File: src/rtl/bta_pkg.sv
`timescale 1ns / 1ps
// ----------------------------------------------------------------------------
// Bakery ticket arbiter package
// Operation and status codes and the records passed between the arbiter's
// ticket table and its grant selection.
// ----------------------------------------------------------------------------
package bta_pkg;

   typedef enum logic {
      OP_ACQUIRE = 1'b0,
      OP_RELEASE = 1'b1
   } op_type;

   typedef enum logic [1:0] {
      STATUS_OK        = 2'd0,
      STATUS_DUPLICATE = 2'd1,
      STATUS_NO_TICKET = 2'd2,
      STATUS_OVERFLOW  = 2'd3
   } status_type;

   localparam int ISSUED_BITS       = 16;
   localparam int GRANT_CLIENT_BITS = 4;
   localparam int REQ_CLIENT_BITS   = 4;

   typedef struct packed {
      status_type             status;
      logic [ISSUED_BITS-1:0] issued;
   } update_type;

   typedef struct packed {
      logic                         valid;
      logic [GRANT_CLIENT_BITS-1:0] client;
   } grant_type;

endpackage

File: src/rtl/bakery_ticket_arbiter.sv
`timescale 1ns / 1ps
// A request beat accepted into the request register moves on to the update register and then to
// the response register, where it is offered as a response beat for the receiver to take.
// Throughput: one request and one response beat per cycle when the response is not stalled.
// The ticket table update sits between the request register and the grant stage.
// Reset clears every ticket and empties the pipeline; requests are taken from the next cycle.
// ----------------------------------------------------------------------------
// Bakery ticket arbiter
// Ticket-ordered lock arbiter: acquire issues the next ticket, release clears
// it, and every beat reports the client with the smallest held ticket.
// ----------------------------------------------------------------------------
module bakery_ticket_arbiter #(
   parameter int NUM_CLIENTS = 16,
   parameter int TICKET_BITS = 16
) (
   input  logic        clock,
   input  logic        reset,
   input  logic        req_valid,
   output logic        req_stall,
   input  logic        req_operation,
   input  logic [3:0]  req_client,
   output logic        rsp_valid,
   input  logic        rsp_stall,
   output logic [1:0]  rsp_status,
   output logic [15:0] rsp_issued_ticket,
   output logic        rsp_grant_valid,
   output logic [3:0]  rsp_grant_client
);
   import bta_pkg::*;

   logic                       s1_valid_ff;
   op_type                     s1_op_ff;
   logic [REQ_CLIENT_BITS-1:0] s1_client_ff;
   logic                       s2_valid_ff;
   update_type                 s2_update_ff;
   update_type                 update_in;
   logic                       rsp_valid_ff;
   update_type                 rsp_update_ff;
   grant_type                  rsp_grant_ff;
   grant_type                  grant_in;
   logic [TICKET_BITS-1:0]     tickets [NUM_CLIENTS];
   logic                       adv1;
   logic                       adv2;
   logic                       adv3;

   assign adv3      = !rsp_valid_ff || !rsp_stall;
   assign adv2      = !s2_valid_ff || adv3;
   assign adv1      = !s1_valid_ff || adv2;
   assign req_stall = !adv1;

   bta_ticket_table #(
      .NUM_CLIENTS (NUM_CLIENTS),
      .TICKET_BITS (TICKET_BITS)
   ) u_table (
      .clock      (clock),
      .reset      (reset),
      .apply      (s1_valid_ff && adv2),
      .op         (s1_op_ff),
      .client     (s1_client_ff),
      .update     (update_in),
      .tickets_ff (tickets)
   );

   bta_grant_select #(
      .NUM_CLIENTS (NUM_CLIENTS),
      .TICKET_BITS (TICKET_BITS)
   ) u_grant (
      .tickets (tickets),
      .grant   (grant_in)
   );

   always_ff @(posedge clock) begin
      if (reset) begin
         s1_valid_ff  <= 1'b0;
         s2_valid_ff  <= 1'b0;
         rsp_valid_ff <= 1'b0;
      end else begin
         if (adv1) begin
            s1_valid_ff <= req_valid;
         end
         if (adv2) begin
            s2_valid_ff <= s1_valid_ff;
         end
         if (adv3) begin
            rsp_valid_ff <= s2_valid_ff;
         end
      end
   end

   always_ff @(posedge clock) begin
      if (adv1) begin
         s1_op_ff     <= op_type'(req_operation);
         s1_client_ff <= req_client;
      end
      if (adv2) begin
         s2_update_ff <= update_in;
      end
      if (adv3) begin
         rsp_update_ff <= s2_update_ff;
         rsp_grant_ff  <= grant_in;
      end
   end

   assign rsp_valid         = rsp_valid_ff;
   assign rsp_status        = rsp_update_ff.status;
   assign rsp_issued_ticket = rsp_update_ff.issued;
   assign rsp_grant_valid   = rsp_grant_ff.valid;
   assign rsp_grant_client  = rsp_grant_ff.client;

endmodule

File: src/rtl/bta_ticket_table.sv
`timescale 1ns / 1ps
// ----------------------------------------------------------------------------
// Bakery ticket table
// Holds one ticket per client, finds the largest held ticket with a
// comparator tree and applies one acquire or release per cycle while apply is high.
// ----------------------------------------------------------------------------
module bta_ticket_table #(
   parameter int NUM_CLIENTS = 16,
   parameter int TICKET_BITS = 16
) (
   input  logic                                 clock,
   input  logic                                 reset,
   input  logic                                 apply,
   input  bta_pkg::op_type                      op,
   input  logic [bta_pkg::REQ_CLIENT_BITS-1:0]  client,
   output bta_pkg::update_type                  update,
   output logic [TICKET_BITS-1:0]               tickets_ff [NUM_CLIENTS]
);
   import bta_pkg::*;

   localparam int CLIENT_BITS = $clog2(NUM_CLIENTS);
   localparam int NODES       = 1 << CLIENT_BITS;

   logic [TICKET_BITS-1:0] max_node [2*NODES-1];
   logic [TICKET_BITS-1:0] largest;
   logic [TICKET_BITS-1:0] wr_value;
   logic [NUM_CLIENTS-1:0] held;
   logic [CLIENT_BITS-1:0] idx;
   logic                   client_ok;
   logic                   wr_en;

   for (genvar k = 0; k < NODES; k++) begin : g_leaf
      if (k < NUM_CLIENTS) begin : g_used
         assign max_node[NODES-1+k] = tickets_ff[k];
         assign held[k]             = |tickets_ff[k];
      end else begin : g_pad
         assign max_node[NODES-1+k] = '0;
      end
   end

   for (genvar n = 0; n < NODES-1; n++) begin : g_node
      assign max_node[n] = (max_node[2*n+2] > max_node[2*n+1]) ?
                           max_node[2*n+2] : max_node[2*n+1];
   end

   assign largest   = max_node[0];
   assign client_ok = 32'(client) < NUM_CLIENTS;
   assign idx       = CLIENT_BITS'(client);

   always_comb begin
      update.status = STATUS_OK;
      update.issued = '0;
      wr_en         = 1'b0;
      wr_value      = '0;
      if (client_ok) begin
         case (op)
            OP_ACQUIRE: begin
               if (held[idx]) begin
                  update.status = STATUS_DUPLICATE;
               end else if (largest == {TICKET_BITS{1'b1}}) begin
                  update.status = STATUS_OVERFLOW;
               end else begin
                  wr_en         = 1'b1;
                  wr_value      = largest + 1'b1;
                  update.issued = ISSUED_BITS'(wr_value);
               end
            end
            OP_RELEASE: begin
               if (!held[idx]) begin
                  update.status = STATUS_NO_TICKET;
               end else begin
                  wr_en = 1'b1;
               end
            end
            default: begin
               update.status = STATUS_OK;
            end
         endcase
      end
   end

   always_ff @(posedge clock) begin
      if (reset) begin
         for (int k = 0; k < NUM_CLIENTS; k++) begin
            tickets_ff[k] <= '0;
         end
      end else if (apply && wr_en) begin
         tickets_ff[idx] <= wr_value;
      end
   end

   a_reset_empty: assert property (@(posedge clock) reset |=> held == '0)
      else $error("Ticket table not empty after reset.");

   a_idle_stable: assert property (@(posedge clock) disable iff (reset)
      !apply |=> held == $past(held))
      else $error("Ticket table changed without an applied beat.");

   a_acquire_held: assert property (@(posedge clock) disable iff (reset)
      apply && op == OP_ACQUIRE && client_ok && update.status == STATUS_OK
      |=> tickets_ff[$past(idx)] == $past(largest) + 1'b1)
      else $error("Acquire did not store the next ticket.");

   a_refuse_keeps: assert property (@(posedge clock) disable iff (reset)
      apply && update.status != STATUS_OK |=> held == $past(held))
      else $error("Refused beat changed the ticket table.");

endmodule

File: src/rtl/bta_grant_select.sv
`timescale 1ns / 1ps
// ----------------------------------------------------------------------------
// Bakery grant selection
// Comparator tree that finds the client with the smallest nonzero ticket,
// the lower client number winning ties.
// ----------------------------------------------------------------------------
module bta_grant_select #(
   parameter int NUM_CLIENTS = 16,
   parameter int TICKET_BITS = 16
) (
   input  logic [TICKET_BITS-1:0] tickets [NUM_CLIENTS],
   output bta_pkg::grant_type     grant
);
   import bta_pkg::*;

   localparam int CLIENT_BITS = $clog2(NUM_CLIENTS);
   localparam int NODES       = 1 << CLIENT_BITS;

   logic                   node_valid  [2*NODES-1];
   logic [TICKET_BITS-1:0] node_ticket [2*NODES-1];
   logic [CLIENT_BITS-1:0] node_idx    [2*NODES-1];

   for (genvar k = 0; k < NODES; k++) begin : g_leaf
      if (k < NUM_CLIENTS) begin : g_used
         assign node_valid[NODES-1+k]  = |tickets[k];
         assign node_ticket[NODES-1+k] = tickets[k];
      end else begin : g_pad
         assign node_valid[NODES-1+k]  = 1'b0;
         assign node_ticket[NODES-1+k] = '0;
      end
      assign node_idx[NODES-1+k] = CLIENT_BITS'(k);
   end

   for (genvar n = 0; n < NODES-1; n++) begin : g_node
      logic take_left;
      assign take_left = node_valid[2*n+1] &&
                         (!node_valid[2*n+2] || node_ticket[2*n+1] <= node_ticket[2*n+2]);
      assign node_valid[n]  = node_valid[2*n+1] || node_valid[2*n+2];
      assign node_ticket[n] = take_left ? node_ticket[2*n+1] : node_ticket[2*n+2];
      assign node_idx[n]    = take_left ? node_idx[2*n+1] : node_idx[2*n+2];
   end

   assign grant.valid  = node_valid[0];
   assign grant.client = node_valid[0] ? GRANT_CLIENT_BITS'(node_idx[0]) : '0;

endmodule
File: config.mk
export PLATFORM = sky130hd
export DESIGN_NAME = bakery_ticket_arbiter
export DESIGN_NICKNAME = d
export VERILOG_FILES = /design/src/rtl/bta_pkg.sv /design/src/rtl/bakery_ticket_arbiter.sv /design/src/rtl/bta_ticket_table.sv /design/src/rtl/bta_grant_select.sv
export SDC_FILE = /design/constraint.sdc
export NUM_CORES = 1
export LEC_CHECK = 0
export CORE_MARGIN = 2
export CORE_UTILIZATION = 40
export CTS_BUF_LIST = sky130_fd_sc_hd__clkbuf_4
export DETAILED_ROUTE_END_ITERATION = 6
export DONT_BUFFER_PORTS = 1
export SLEW_MARGIN = 15
export SYNTH_ARGS = -nofsm -noshare
export SYNTH_HDL_FRONTEND = slang
export SYNTH_HIERARCHICAL = 1
export SYNTH_SLANG_ARGS = --single-unit
File: constraint.sdc
create_clock -name clock -period 11.8 [get_ports clock]
set_clock_uncertainty 0.2 [all_clocks]
set_input_delay 2.95 -clock clock [delete_from_list [all_inputs] [get_ports clock]]
set_output_delay 2.95 -clock clock [all_outputs]
set_load 0.1 [all_outputs]
==> flow_metrics.env <==
export IMPL_hold_depth=0
export IMPL_rr_worst_depth=50
export IMPL_ys_types=110
export IMPL_synthTopCellsByCount="mux2i_1, ha_1, inv_1"
export IMPL_cts_tree="yes"
export IMPL_synthTopCellsByArea="ha_1, dfxtp_1, mux2i_1"
export IMPL_dr_first_iter_drc_count=2860
export IMPL_grt_ovfl_total=0
export IMPL_grt_pass1_wl_mm=170
export IMPL_max_freq_ghz=0.0895
export IMPL_nFillCells=7593
export IMPL_clk_latency_ns=0.92
export IMPL_holdCritPathClass="flip-flop to flip-flop"
export IMPL_core_area_um2=76200
export IMPL_io_buffer_count=0
export IMPL_globalplace_congestion=0.990
export IMPL_cpPeakStageDelay_ns=0.63
export IMPL_hold_viol=0
export IMPL_place_area_um2=33000
export IMPL_cp_end_kind="flip-flop"
export IMPL_rows=101
export IMPL_grt_max_degree=263
export IMPL_layout_drive_gt1_share=0.129
export IMPL_die_area_um2=79500
export IMPL_multi_input_area_um2=22100
export IMPL_synth_edf_count=46
export IMPL_slew_headroom=0.218
export IMPL_regArea_um2=6570
export IMPL_vias_per_cell=5.89
export IMPL_io_pins=34
export IMPL_min_period_ns=11.18
export IMPL_path_max_fanout=29
export IMPL_busiest_layer="met2"
export IMPL_cts_hold_buffers=0
export IMPL_syn_avg_cell_area_um2=8.32
export IMPL_ys_flop_type="dfxtp_1"
export IMPL_yosysTopAreaCell="ha_1"
export IMPL_worst_pin_slew_ns=1.17
export IMPL_synthesis_instances=3712
export IMPL_synthArstFlopShare=0
export IMPL_setup_tns_ns=0
export IMPL_yosysMostFrequentCell="mux2i_1"
export IMPL_crit_type="flip-flop to flip-flop"
export IMPL_status="finished, final reports clean"
export IMPL_synth_top_cell_area_share=0.194
export IMPL_die_w_um=282
export IMPL_track_usage=0.280
export IMPL_yosysWarnings=6
export IMPL_period_share=0.947
export IMPL_grt_pass1_vias=27600
export IMPL_synth_yosys_seq_area_share=0.213
export IMPL_die_y_um=282
export IMPL_h_tree_depth=3
export IMPL_antenna_found_initial=2
export IMPL_post_drt_wl_per_cell_um=22.9
export IMPL_arrival_ns=11.66
export IMPL_drcViolationCount=0
export IMPL_pre_cts_ws_ns=0.290
export IMPL_routed_wirelength_mm=114
export IMPL_clkSinkCount=305
export IMPL_grtUsageMet3=0.0581
export IMPL_ys_ff_latch=305
export IMPL_use_met1=0.372
export IMPL_crit_path_top_delay_cell="or4_1"
export IMPL_cts_path_max_buffers=3
export IMPL_cts_root_buffer="clkbuf_4"
export IMPL_start_util=0.405
export IMPL_cts_buffers_inserted=88
export IMPL_final_nets=4348
export IMPL_critPathRequiredTime_ns=12.28
export IMPL_vias=29200
export IMPL_syn_to_final_growth_pct=11.1
export IMPL_path_clk_slew_ns=0.07
export IMPL_dr_pass1_iters=6
export IMPL_hpwlAfterDp_mm=87.2
export IMPL_fin_ws_ns=0.623
export IMPL_fin_area_um2=34300
export IMPL_setup_viol_count_final=0
export IMPL_synth_fp_nets=4201
export IMPL_whs_ns=0.170
export IMPL_startpoint_type="flip-flop"
export IMPL_maxSlewViolCount=0
export IMPL_max_cap_violations=0
export IMPL_gr_usage_met2=0.442
export IMPL_drtAntennaViolNets=0
export IMPL_synthesis_area_um2=30900
export IMPL_crit_top_cell="ha_1"
## placed cells by master (no fill, tap or decap), types with 9 or more instances in the layout
cell / Yosys / layout
buf_4: 26 / 205
o21a_1: 30 / 29
nand4_1: 132 / 132
a21o_1: 38 / 38
a22o_1: 16 / 16
a2111oi_0: 12 / 11
edfxtp_1: 46 / 46
o21ai_1: 19 / 19
nand2_1: 202 / 202
a21oi_2: 3 / 10
clkinv_1: 0 / 24
nor2_1: 311 / 306
and2_1: 14 / 14
o21ai_0: 125 / 119
a211oi_1: 28 / 28
nand2b_1: 44 / 44
o211ai_1: 26 / 26
nand3b_1: 9 / 9
nor2b_1: 36 / 35
nor3_1: 38 / 37
or2_2: 11 / 11
nand3_1: 72 / 72
and3_1: 18 / 18
clkbuf_4: 0 / 121
ha_1: 480 / 480
a31oi_1: 15 / 14
a211o_1: 10 / 10
nor4_1: 142 / 142
inv_1: 419 / 419
mux2_2: 48 / 48
clkinv_2: 0 / 13
or4_1: 10 / 10
dfxtp_1: 259 / 259
a22oi_1: 19 / 19
mux2i_2: 7 / 11
mux2i_1: 483 / 479
a21oi_1: 251 / 242
## area by class of cell
type                       instances  share of cell area
clock inverter                    43             0.00664
tap                             1030              0.0376
sequential                       305               0.191
inverter                         419              0.0458
timing repair buffer             214              0.0494
multi-input combinational       2831               0.643
antenna                            1           0.0000729
clock buffer                     121              0.0265
## sequential cells by signal (all words and copies together), names as in the netlist
register	count
s2_valid_ff	1
s1_op_ff	1
rsp_valid	1
s1_valid_ff	1
rsp_grant_valid	1
rsp_grant_client	4
u_table/tickets_ff	256
s1_client_ff	4
s2_update_ff	18
rsp_status	2
rsp_issued_ticket	16
## critical path, delay by kind of cell (launching register included)
kind | cells | cell delay [ns]
multiplexers | 2 | 0.32
flip-flops | 1 | 0.41
adder cells (fa/ha/maj) | 5 | 1.39
buffers and inverters | 9 | 1.48
AO/OA/AOI/OAI | 21 | 4.56
AND/OR/NAND/NOR | 13 | 2.62
## through the flow
step | std cells | util
after floorplan | 3712 | -
after global placement | 4791 | 0.433
after detailed placement | 4791 | 0.433
after CTS | 4955 | 0.448
after global routing | 4964 | 0.450
final | 4964 | 0.450
## final timing paths
kind,startpoint,endpoint,slack (ns)
setup reg to reg,u_table/tickets_ff[219],u_table/tickets_ff[246],0.62
setup / recovery,u_table/tickets_ff[219],u_table/tickets_ff[246],0.62
hold / removal,s2_update_ff[5],rsp_issued_ticket[5],0.17
hold reg to reg,s2_update_ff[5],rsp_issued_ticket[5],0.17
## layer usage
layer  vias up  routed length (um)  part of all wire
met5         -                  13           0.00011
met2      1157               49700              0.44
met1     13900               49600              0.44
met4         2                4460             0.039
li1      13900                   -                 -
met3       228                9840             0.087
## cell families after synthesis
family | count (synthesis) | share of synthesized area
mux | 549 | 0.182
flops | 305 | 0.213
compound gates | 699 | 0.147
fa+ha+maj | 480 | 0.194
simple gates | 1093 | 0.180
xor+xnor | 10 | 0.00308
buf+inv | 576 | 0.0808
## repair_timing
action | 4_1_cts | 5_1_grt
buffers inserted | 0 | 8
endpoints found under the setup margin | 0 | 270
gates resized for setup | 0 | 33
hold endpoints to repair | 0 | 0
Power is left out: the tool's default activity adds up to more than one toggle a clock period on the data nets, which glitch-free logic cannot reach.
